File: config.mk
export PLATFORM = sky130hd
export DESIGN_NAME = text_to_integer_parser
export DESIGN_NICKNAME = d
export VERILOG_FILES = /design/src/sv/ttip_pkg.sv /design/src/sv/ttip_char_dec.sv /design/src/sv/ttip_step.sv /design/src/sv/text_to_integer_parser.sv
export VERILOG_INCLUDE_DIRS = /design/src /design/src/sv
export SDC_FILE = /design/constraint.sdc
export NUM_CORES = 1
export LEC_CHECK = 0
export ABC_AREA = 1
export ABC_CLOCK_PERIOD_IN_PS = 11400
export BUFFER_PORTS_ARGS = -buffer_cell sky130_fd_sc_hd__buf_4
export CELL_PAD_IN_SITES_DETAIL_PLACEMENT = 0
export CELL_PAD_IN_SITES_GLOBAL_PLACEMENT = 2
export CORE_MARGIN = 1
export CORE_UTILIZATION = 38
export CTS_CLUSTER_SIZE = 20
export DETAILED_ROUTE_END_ITERATION = 12
export PLACE_DENSITY_LB_ADDON = 0.1
export SYNTH_ARGS = -nofsm -noshare
export SYNTH_HDL_FRONTEND = slang
export SYNTH_SLANG_ARGS = --single-unit
File: constraint.sdc
create_clock -name clk -period 11.4 [get_ports clk]
set_input_delay 2.28 -clock clk [delete_from_list [all_inputs] [get_ports clk]]
set_output_delay 2.28 -clock clk [all_outputs]
set_load 0.02 [all_outputs]
File: src/sv/text_to_integer_parser_macros.svh
// assertion macros for the text to integer parser
`ifndef TEXT_TO_INTEGER_PARSER_MACROS_SVH
`define TEXT_TO_INTEGER_PARSER_MACROS_SVH

`ifndef NO_ASSERTIONS

// same-cycle implication, checked at every rising edge out of reset
`define TTIP_ASSERT_IMP(lbl, ante, cons) \
  lbl: assert property (@(posedge clk) disable iff (!rst_n) (ante) |-> (cons)) \
    else $error("same-cycle check failed");

// next-cycle implication
`define TTIP_ASSERT_NXT(lbl, ante, cons) \
  lbl: assert property (@(posedge clk) disable iff (!rst_n) (ante) |=> (cons)) \
    else $error("next-cycle check failed");

`else

`define TTIP_ASSERT_IMP(lbl, ante, cons)

`define TTIP_ASSERT_NXT(lbl, ante, cons)

`endif

`endif

File: src/sv/ttip_pkg.sv
// shared types, constants and helpers for the text to integer parser
package ttip_pkg;

  // saturating character count
  localparam int COUNT_LIMIT = 255;
  localparam int CNT_W = ($clog2(COUNT_LIMIT + 1) > 8) ? $clog2(COUNT_LIMIT + 1) : 8;

  // radix handling
  localparam logic [4:0] BASE_MIN   = 5'd2;
  localparam logic [4:0] BASE_HEX   = 5'd16;
  localparam logic [4:0] BASE_RESET = 5'd10;

  // characters of interest
  localparam logic [7:0] CH_NUL   = 8'h00;
  localparam logic [7:0] CH_MINUS = 8'h2D;
  localparam logic [7:0] CH_ZERO  = 8'h30;
  localparam logic [7:0] CH_NINE  = 8'h39;
  localparam logic [7:0] CH_UA    = 8'h41;
  localparam logic [7:0] CH_UF    = 8'h46;
  localparam logic [7:0] CH_LA    = 8'h61;
  localparam logic [7:0] CH_LF    = 8'h66;
  localparam logic [7:0] CH_X     = 8'h78;
  localparam logic [7:0] HEX_OFF  = 8'd10;

  // register indexes (word address bits)
  localparam logic [1:0] REG_NUMBER_BASE = 2'd0;
  localparam logic [1:0] REG_SIGNED_MODE = 2'd1;
  localparam logic [1:0] REG_WIDE_MODE   = 2'd2;

  // magnitude limits and saturated results
  localparam logic [63:0] S64_MAX  = 64'h7FFF_FFFF_FFFF_FFFF;
  localparam logic [63:0] S64_MIN  = 64'h8000_0000_0000_0000;
  localparam logic [63:0] S32_MAX  = 64'h0000_0000_7FFF_FFFF;
  localparam logic [63:0] S32_MAGN = 64'h0000_0000_8000_0000;
  localparam logic [63:0] S32_MIN  = 64'hFFFF_FFFF_8000_0000;
  localparam logic [63:0] U64_MAX  = 64'hFFFF_FFFF_FFFF_FFFF;
  localparam logic [63:0] U32_MAX  = 64'h0000_0000_FFFF_FFFF;

  typedef enum logic [1:0] {
    PH_START,
    PH_SIGN,
    PH_LEADZ,
    PH_DIGITS
  } phase_t;

  typedef struct packed {
    logic [4:0] base_eff;
    logic       signed_mode;
    logic       wide_mode;
  } cfg_t;

  typedef struct packed {
    logic       is_nul;
    logic       is_minus;
    logic       is_x;
    logic       is_zero;
    logic       is_digit;
    logic [3:0] digit;
  } char_cls_t;

  typedef struct packed {
    logic [63:0] value;
    logic        range_error;
    logic [7:0]  count;
  } result_t;

  // clamp the radix register into 2..16
  function automatic logic [4:0] eff_base(input logic [4:0] b);
    logic [4:0] r;
    if (b < BASE_MIN) begin
      r = BASE_MIN;
    end else if (b > BASE_HEX) begin
      r = BASE_HEX;
    end else begin
      r = b;
    end
    return r;
  endfunction

endpackage

File: src/sv/ttip_char_dec.sv
// character classifier: digit value and special characters
module ttip_char_dec (
  input  logic [7:0]          text_char,
  input  logic                hex_en,
  output ttip_pkg::char_cls_t cls
);

  logic [7:0] dec_val;
  logic [7:0] up_val;
  logic [7:0] lo_val;
  logic       is_dec;
  logic       is_up;
  logic       is_lo;

  assign dec_val = text_char - ttip_pkg::CH_ZERO;
  assign up_val  = text_char - ttip_pkg::CH_UA + ttip_pkg::HEX_OFF;
  assign lo_val  = text_char - ttip_pkg::CH_LA + ttip_pkg::HEX_OFF;

  assign is_dec = (text_char >= ttip_pkg::CH_ZERO) && (text_char <= ttip_pkg::CH_NINE);
  assign is_up  = hex_en && (text_char >= ttip_pkg::CH_UA) && (text_char <= ttip_pkg::CH_UF);
  assign is_lo  = hex_en && (text_char >= ttip_pkg::CH_LA) && (text_char <= ttip_pkg::CH_LF);

  always_comb begin
    cls.is_nul   = (text_char == ttip_pkg::CH_NUL);
    cls.is_minus = (text_char == ttip_pkg::CH_MINUS);
    cls.is_x     = (text_char == ttip_pkg::CH_X);
    cls.is_zero  = (text_char == ttip_pkg::CH_ZERO);
    cls.is_digit = is_dec || is_up || is_lo;
    if (is_up) begin
      cls.digit = up_val[3:0];
    end else if (is_lo) begin
      cls.digit = lo_val[3:0];
    end else begin
      cls.digit = dec_val[3:0];
    end
  end

endmodule

File: src/sv/ttip_step.sv
// per-text parse state and the combinational character step
module ttip_step (
  input  logic                clk,
  input  logic                rst_n,
  input  logic                step_en,
  input  logic                eot,
  input  ttip_pkg::char_cls_t cls,
  input  ttip_pkg::cfg_t      cfg,
  output ttip_pkg::result_t   res
);

  typedef enum logic [2:0] {
    ACT_NONE,
    ACT_STOP,
    ACT_SIGN,
    ACT_PREFIX,
    ACT_DIGIT,
    ACT_OVF
  } act_t;

  logic [63:0]                 acc_r;
  logic                        neg_r;
  ttip_pkg::phase_t            phase_r;
  logic                        stop_r;
  logic                        ovf_r;
  logic [ttip_pkg::CNT_W-1:0]  cnt_r;

  logic [63:0]                 acc_nxt;
  logic                        neg_nxt;
  ttip_pkg::phase_t            phase_nxt;
  logic                        stop_nxt;
  logic                        ovf_nxt;
  logic [ttip_pkg::CNT_W-1:0]  cnt_nxt;
  logic [ttip_pkg::CNT_W-1:0]  cnt_inc;

  act_t        act;
  logic        base16;
  logic [63:0] lim;
  logic [68:0] prod;
  logic [69:0] sum;
  logic        digit_ovf;
  logic        is_neg;
  logic [63:0] sat_val;

  assign base16 = (cfg.base_eff == ttip_pkg::BASE_HEX);

  // magnitude limit for current modes and sign
  always_comb begin
    if (cfg.signed_mode) begin
      if (cfg.wide_mode) begin
        lim = neg_r ? ttip_pkg::S64_MIN : ttip_pkg::S64_MAX;
      end else begin
        lim = neg_r ? ttip_pkg::S32_MAGN : ttip_pkg::S32_MAX;
      end
    end else begin
      lim = cfg.wide_mode ? ttip_pkg::U64_MAX : ttip_pkg::U32_MAX;
    end
  end

  // exact test: acc*base + digit above the limit
  assign prod      = {5'd0, acc_r} * {64'd0, cfg.base_eff};
  assign sum       = {1'b0, prod} + {66'd0, cls.digit};
  assign digit_ovf = sum > {6'd0, lim};

  assign cnt_inc = (cnt_r < ttip_pkg::CNT_W'(ttip_pkg::COUNT_LIMIT)) ?
                   cnt_r + 1'b1 : cnt_r;

  always_comb begin
    if (stop_r) begin
      act = ACT_NONE;
    end else if (cls.is_nul) begin
      act = ACT_STOP;
    end else if (phase_r == ttip_pkg::PH_START && cls.is_minus && cfg.signed_mode) begin
      act = ACT_SIGN;
    end else if (phase_r == ttip_pkg::PH_LEADZ && cls.is_x && base16) begin
      act = ACT_PREFIX;
    end else if (!cls.is_digit) begin
      act = ACT_STOP;
    end else if (digit_ovf) begin
      act = ACT_OVF;
    end else begin
      act = ACT_DIGIT;
    end
  end

  // phase next state
  always_comb begin
    unique case (act)
      ACT_SIGN:   phase_nxt = ttip_pkg::PH_SIGN;
      ACT_PREFIX: phase_nxt = ttip_pkg::PH_DIGITS;
      ACT_DIGIT: begin
        if ((phase_r == ttip_pkg::PH_START || phase_r == ttip_pkg::PH_SIGN) && cls.is_zero) begin
          phase_nxt = ttip_pkg::PH_LEADZ;
        end else begin
          phase_nxt = ttip_pkg::PH_DIGITS;
        end
      end
      default:    phase_nxt = phase_r;
    endcase
  end

  // datapath updates
  always_comb begin
    acc_nxt  = acc_r;
    neg_nxt  = neg_r;
    stop_nxt = stop_r;
    ovf_nxt  = ovf_r;
    cnt_nxt  = cnt_r;
    unique case (act)
      ACT_NONE: ;
      ACT_STOP: stop_nxt = 1'b1;
      ACT_SIGN: begin
        neg_nxt = 1'b1;
        cnt_nxt = cnt_inc;
      end
      ACT_PREFIX: cnt_nxt = cnt_inc;
      ACT_DIGIT: begin
        acc_nxt = sum[63:0];
        cnt_nxt = cnt_inc;
      end
      ACT_OVF: begin
        ovf_nxt  = 1'b1;
        stop_nxt = 1'b1;
      end
      default: ;
    endcase
  end

  always_ff @(posedge clk) begin
    if (!rst_n) begin
      acc_r   <= '0;
      neg_r   <= 1'b0;
      phase_r <= ttip_pkg::PH_START;
      stop_r  <= 1'b0;
      ovf_r   <= 1'b0;
      cnt_r   <= '0;
    end else if (step_en) begin
      if (eot) begin
        acc_r   <= '0;
        neg_r   <= 1'b0;
        phase_r <= ttip_pkg::PH_START;
        stop_r  <= 1'b0;
        ovf_r   <= 1'b0;
        cnt_r   <= '0;
      end else begin
        acc_r   <= acc_nxt;
        neg_r   <= neg_nxt;
        phase_r <= phase_nxt;
        stop_r  <= stop_nxt;
        ovf_r   <= ovf_nxt;
        cnt_r   <= cnt_nxt;
      end
    end
  end

  // result as seen after this character
  assign is_neg = cfg.signed_mode && neg_nxt;

  always_comb begin
    if (cfg.signed_mode) begin
      if (cfg.wide_mode) begin
        sat_val = is_neg ? ttip_pkg::S64_MIN : ttip_pkg::S64_MAX;
      end else begin
        sat_val = is_neg ? ttip_pkg::S32_MIN : ttip_pkg::S32_MAX;
      end
    end else begin
      sat_val = cfg.wide_mode ? ttip_pkg::U64_MAX : ttip_pkg::U32_MAX;
    end
  end

  always_comb begin
    if (ovf_nxt) begin
      res.value = sat_val;
    end else if (is_neg) begin
      res.value = 64'd0 - acc_nxt;
    end else begin
      res.value = acc_nxt;
    end
    res.range_error = ovf_nxt;
    res.count       = cnt_nxt[7:0];
  end

endmodule

File: src/sv/text_to_integer_parser.sv
// top level: input register, configuration registers, parse step and result register
// a result is registered when its end-of-text item leaves the input register
// throughput: one item per cycle unless an end-of-text item waits, with a combinational multiply-add and limit compare
// an end-of-text item waits in the input register while the result register is full
// reset (synchronous, rst_n low) empties both registers, clears the parse state and
// sets number_base to 10, signed_mode to 1 and wide_mode to 0
`include "text_to_integer_parser_macros.svh"

module text_to_integer_parser (
  input  logic        clk,
  input  logic        rst_n,
  // character items
  input  logic        in_valid,
  output logic        in_ready,
  input  logic [7:0]  in_text_char,
  input  logic        in_end_of_text,
  // result items
  output logic        out_valid,
  input  logic        out_ready,
  output logic [63:0] out_parsed_value,
  output logic        out_range_error,
  output logic [7:0]  out_chars_consumed,
  // configuration port
  input  logic        cfg_psel,
  input  logic        cfg_penable,
  input  logic        cfg_pwrite,
  input  logic [3:0]  cfg_paddr,
  input  logic [31:0] cfg_pwdata,
  output logic [31:0] cfg_prdata,
  output logic        cfg_pready
);

  // configuration registers
  logic [4:0] number_base_r;
  logic       signed_mode_r;
  logic       wide_mode_r;
  logic       cfg_wr;

  // input register (payload unreset)
  logic       s1_valid_r;
  logic [7:0] s1_char_r;
  logic       s1_eot_r;

  // result register
  logic        out_valid_r;
  logic [63:0] out_value_r;
  logic        out_err_r;
  logic [7:0]  out_cnt_r;

  logic out_free;
  logic s1_adv;
  logic in_fire;
  logic res_load;

  ttip_pkg::cfg_t      cfg;
  ttip_pkg::char_cls_t cls;
  ttip_pkg::result_t   res;

  // ---------------------------------------------------------------------------
  // configuration port: writes complete in the access phase, no wait states
  // ---------------------------------------------------------------------------
  assign cfg_pready = 1'b1;
  assign cfg_wr     = cfg_psel && cfg_penable && cfg_pwrite;

  always_ff @(posedge clk) begin
    if (!rst_n) begin
      number_base_r <= ttip_pkg::BASE_RESET;
      signed_mode_r <= 1'b1;
      wide_mode_r   <= 1'b0;
    end else if (cfg_wr) begin
      unique case (cfg_paddr[3:2])
        ttip_pkg::REG_NUMBER_BASE: number_base_r <= cfg_pwdata[4:0];
        ttip_pkg::REG_SIGNED_MODE: signed_mode_r <= cfg_pwdata[0];
        ttip_pkg::REG_WIDE_MODE:   wide_mode_r   <= cfg_pwdata[0];
        default: ;
      endcase
    end
  end

  always_comb begin
    unique case (cfg_paddr[3:2])
      ttip_pkg::REG_NUMBER_BASE: cfg_prdata = {27'd0, number_base_r};
      ttip_pkg::REG_SIGNED_MODE: cfg_prdata = {31'd0, signed_mode_r};
      ttip_pkg::REG_WIDE_MODE:   cfg_prdata = {31'd0, wide_mode_r};
      default:                   cfg_prdata = 32'd0;
    endcase
  end

  // radix clamped once here, shared by decoder and step
  assign cfg.base_eff    = ttip_pkg::eff_base(number_base_r);
  assign cfg.signed_mode = signed_mode_r;
  assign cfg.wide_mode   = wide_mode_r;

  // ---------------------------------------------------------------------------
  // handshake: an item leaves the input register when it produces no result,
  // or when the result register is empty or being drained this cycle
  // ---------------------------------------------------------------------------
  assign out_free = !out_valid_r || out_ready;
  assign s1_adv   = s1_valid_r && (!s1_eot_r || out_free);
  assign in_ready = !s1_valid_r || s1_adv;
  assign in_fire  = in_valid && in_ready;
  assign res_load = s1_adv && s1_eot_r;

  always_ff @(posedge clk) begin
    if (!rst_n) begin
      s1_valid_r <= 1'b0;
    end else if (in_fire) begin
      s1_valid_r <= 1'b1;
    end else if (s1_adv) begin
      s1_valid_r <= 1'b0;
    end
  end

  always_ff @(posedge clk) begin
    if (in_fire) begin
      s1_char_r <= in_text_char;
      s1_eot_r  <= in_end_of_text;
    end
  end

  // ---------------------------------------------------------------------------
  // parse step: classify the held character and advance the text state
  // ---------------------------------------------------------------------------
  ttip_char_dec u_char_dec (
    .text_char (s1_char_r),
    .hex_en    (cfg.base_eff == ttip_pkg::BASE_HEX),
    .cls       (cls)
  );

  ttip_step u_step (
    .clk     (clk),
    .rst_n   (rst_n),
    .step_en (s1_adv),
    .eot     (s1_eot_r),
    .cls     (cls),
    .cfg     (cfg),
    .res     (res)
  );

  // ---------------------------------------------------------------------------
  // result register
  // ---------------------------------------------------------------------------
  always_ff @(posedge clk) begin
    if (!rst_n) begin
      out_valid_r <= 1'b0;
    end else if (res_load) begin
      out_valid_r <= 1'b1;
    end else if (out_ready) begin
      out_valid_r <= 1'b0;
    end
  end

  always_ff @(posedge clk) begin
    if (res_load) begin
      out_value_r <= res.value;
      out_err_r   <= res.range_error;
      out_cnt_r   <= res.count;
    end
  end

  assign out_valid          = out_valid_r;
  assign out_parsed_value   = out_value_r;
  assign out_range_error    = out_err_r;
  assign out_chars_consumed = out_cnt_r;

  // ---------------------------------------------------------------------------
  // checks
  // ---------------------------------------------------------------------------
  // a result is only written into a free result register
  `TTIP_ASSERT_IMP(a_load_into_free, res_load, !out_valid_r || out_ready)
  // a blocked end-of-text item stays put along with the pending result
  `TTIP_ASSERT_NXT(a_eot_held, s1_valid_r && s1_eot_r && out_valid_r && !out_ready, s1_valid_r && s1_eot_r && out_valid_r)
  // a range error always comes with one of the saturated values
  `TTIP_ASSERT_IMP(a_err_saturated, out_valid_r && out_err_r, out_value_r == ttip_pkg::S64_MAX || out_value_r == ttip_pkg::S64_MIN || out_value_r == ttip_pkg::S32_MAX || out_value_r == ttip_pkg::S32_MIN || out_value_r == ttip_pkg::U64_MAX || out_value_r == ttip_pkg::U32_MAX)

endmodule
==> impl_metrics.env <==
export IMPL_first_global_vias=23200
export IMPL_synth_compound_area_share_pct=7.70
export IMPL_dieArea_mm2=0.0652
export IMPL_peakVddDrop_mv=0.0683
export IMPL_yosys_area_top_type="nand2_1"
export IMPL_initial_utilization_pct=38.6
export IMPL_hpwl_mm=71.9
export IMPL_async_flop_share_pct=0
export IMPL_grt_pass1_wl_mm=136
export IMPL_cp_arrival_ns=10.90
export IMPL_rows=92
export IMPL_holdBufCountCts=0
export IMPL_endpoint="out_parsed_value[47]"
export IMPL_cts_tree="done"
export IMPL_critPathLaunch="number_base_r[2]"
export IMPL_clockBufferDepth=2
export IMPL_gr_total_overflow=0
export IMPL_initialDrtViolationCount=1405
export IMPL_synth_warnings=0
export IMPL_synth_top_family_by_area="simple AND/OR/NAND/NOR gates"
export IMPL_finalInstanceArea_mm2=0.0265
export IMPL_place_ws_ns=0.754
export IMPL_clk_pin_slew_ns=0.07
export IMPL_crit_slowest_cell="fa_1"
export IMPL_slew_viol_final=0
export IMPL_fmax_mhz=93.7
export IMPL_slowest_delay_ns=0.56
export IMPL_crit_path_max_fanout=24
export IMPL_hold_class="flip-flop to flip-flop"
export IMPL_layout_min_cycle_time_ns=10.68
export IMPL_synthFlopType="dfxtp_1"
export IMPL_ff_latch_area_mm2=0.00419
export IMPL_final_layout_size_suffix_gt1_share_pct=7.27
export IMPL_reg2reg_depth=51
export IMPL_layout_nets=4212
export IMPL_finClkSkew_ns=0.0135
export IMPL_dpl_cell_area_mm2=0.0260
export IMPL_end_kind="flip-flop"
export IMPL_synth_xor_area_share_pct=3.45
export IMPL_synthTopCellsByArea="nand2_1, fa_1, ha_1"
export IMPL_p_leak_nw=14.9
export IMPL_ant_nets=0
export IMPL_multi_input_area_mm2=0.0172
export IMPL_cpMostUsedCell="nand2_1"
export IMPL_ctsRootBufferMaster="clkbuf_16"
export IMPL_grt_usage_pct=26.9
export IMPL_ys_seq_area_share_pct=17.2
export IMPL_port_buffer_count=102
export IMPL_period_share_pct=93.6
export IMPL_route_detailed_drc=0
export IMPL_postRouteWirelength_mm=86.3
export IMPL_reg2reg_to="out_parsed_value[47]"
export IMPL_dieWidth_um=255
export IMPL_slew_headroom_pct=26.9
export IMPL_synth_seq_cells=168
export IMPL_place_gp_congestion=0.932
export IMPL_muxShareOfSynthArea_pct=0.0410
export IMPL_setup_ws_ns=0.725
export IMPL_die_h_um=255
export IMPL_drv_cap=0
export IMPL_synthCells=3702
export IMPL_final_common_cell="nand2_1"
export IMPL_power_per_cell_area_mw_per_mm2=52.7
export IMPL_fin_cells=4617
export IMPL_synth_edff_count=82
export IMPL_status="finished clean"
export IMPL_tns_ns=0
export IMPL_cts_sinks=168
export IMPL_synthSimpleGateAreaFrac_pct=32.4
export IMPL_wl_per_cell_um=18.7
export IMPL_rsz0062_at_grt="no"
export IMPL_syn2layout_area_growth_pct=8.87
export IMPL_dr_pass1_iters=5
export IMPL_dp_cells=4584
export IMPL_clock_latency_ns=0.48
export IMPL_critical_path_class="flip-flop to flip-flop"
export IMPL_setup_viol=0
export IMPL_cts_repair_timing_setup_buffer_count=0
export IMPL_numCtsBuffers=17
export IMPL_r2r_slack_ns=0.72
export IMPL_syn_area_per_cell_um2=6.59
export IMPL_grt_max_degree=77
export IMPL_cts_resized=0
export IMPL_core_area_mm2=0.0632
export IMPL_htreeDepth=4
export IMPL_synth_adder_area_share_pct=26.5
export IMPL_synth_top_cell_area_share_pct=16.8
export IMPL_antenna_found_initial=1
export IMPL_synth_cell_types=56
export IMPL_drt_vias_per_instance=5.02
export IMPL_io_pins=160
export IMPL_worstMarginPinSlew_ns=1.09
export IMPL_hold_viol_final=0
export IMPL_nFillCells=6826
export IMPL_vias=23200
export IMPL_worstPathRequired_ns=11.62
export IMPL_synth_area_mm2=0.0244
export IMPL_final_cell_mix="nand2_1, inv_1, nor2_1, ha_1, a21oi_1"
export IMPL_r2r_start="number_base_r[2]"
export IMPL_start_kind="flip-flop"
-- power breakdown --
group	switching, mW	internal, mW
Combinational	0.114	0.0386
Clock	0.291	0.310
Sequential	0.00622	0.641
-- flip-flops by register name, summed over array words and instances (netlist names), 2 cells and up --
signal	count
out_parsed_value	64
u_step.acc_r	64
out_chars_consumed	8
s1_char_r	8
u_step.cnt_r	8
number_base_r	5
u_step.phase_r	2
-- worst min-delay path by stage --
stage | from | end | slack, ns | cells after the start
floorplan | u_step.ovf_r | u_step.ovf_r | 0.44 | 2
global placement | u_step.ovf_r | u_step.ovf_r | 0.45 | 2
detailed placement | u_step.ovf_r | u_step.ovf_r | 0.46 | 2
CTS | u_step.ovf_r | u_step.ovf_r | 0.48 | 2
global route | u_step.ovf_r | u_step.ovf_r | 0.51 | 2
finish | u_step.ovf_r | u_step.ovf_r | 0.47 | 2
-- kinds of logic (layout without fill, tap and decap cells) --
group                      after synthesis  after routing
AOI/OAI and AO/OA                      343            343
other                                    2             29
xor gates and xnor gates                96             96
adders and majority gates              403            403
muxes                                    1              1
and+or+nand+nor                       1925           1925
buffers and inverters                  764            806
DFF                                    168            168
-- per-layer routing --
layer	up-vias	GRT usage [%]	share of wire [%]
li1	11500	-	-
met1	11100	39.6	50
met2	524	42.7	45
met3	57	1.96	4.3
met4	0	5.72	1.5
met5	-	0	0
-- cell usage after synthesis (21+ instances only) --
cell type,count
nor2_2,21
o21ai_0,59
nand2_1,1094
clkbuf_1,70
nand3_1,179
dfxtp_1,86
buf_4,31
xnor2_1,25
nand2_2,27
inv_1,619
ha_1,213
a21oi_1,206
nor3_1,23
edfxtp_1,82
o21ai_1,21
xor2_1,71
nor2_1,508
fa_1,190
-- metrics by stage --
step                total power [mW]  utilization (%)  hold WS [ns]
floorplan                      0.762                -         0.437
global placement               0.811             41.1         0.449
detailed placement             0.813             41.1         0.462
CTS                             1.41             42.0         0.476
global route                    1.45             42.0         0.510
finish                          1.40             42.0         0.474
-- critical path, delay by kind of cell (launching register included) --
kind / cells / cell delay (ns)
AO/OA/AOI/OAI: 4 / 1.36
XOR/XNOR: 1 / 0.36
adder cells (fa/ha/maj): 5 / 2.19
buffers and inverters: 10 / 1.49
flip-flops: 1 / 0.30
AND/OR/NAND/NOR: 31 / 4.64
-- layout make-up --
cell class / count / share of cell area, %
Sequential cell: 168 / 15.8
Clock buffer: 18 / 1.62
Clock inverter: 14 / 0.566
Tap cell: 846 / 3.99
Timing Repair Buffer: 142 / 4.16
Inverter: 632 / 8.94
Antenna cell: 1 / 0.00943
Multi-Input combinational cell: 2796 / 65.0
No activity file was read; power rests on OpenSTA's default activity.
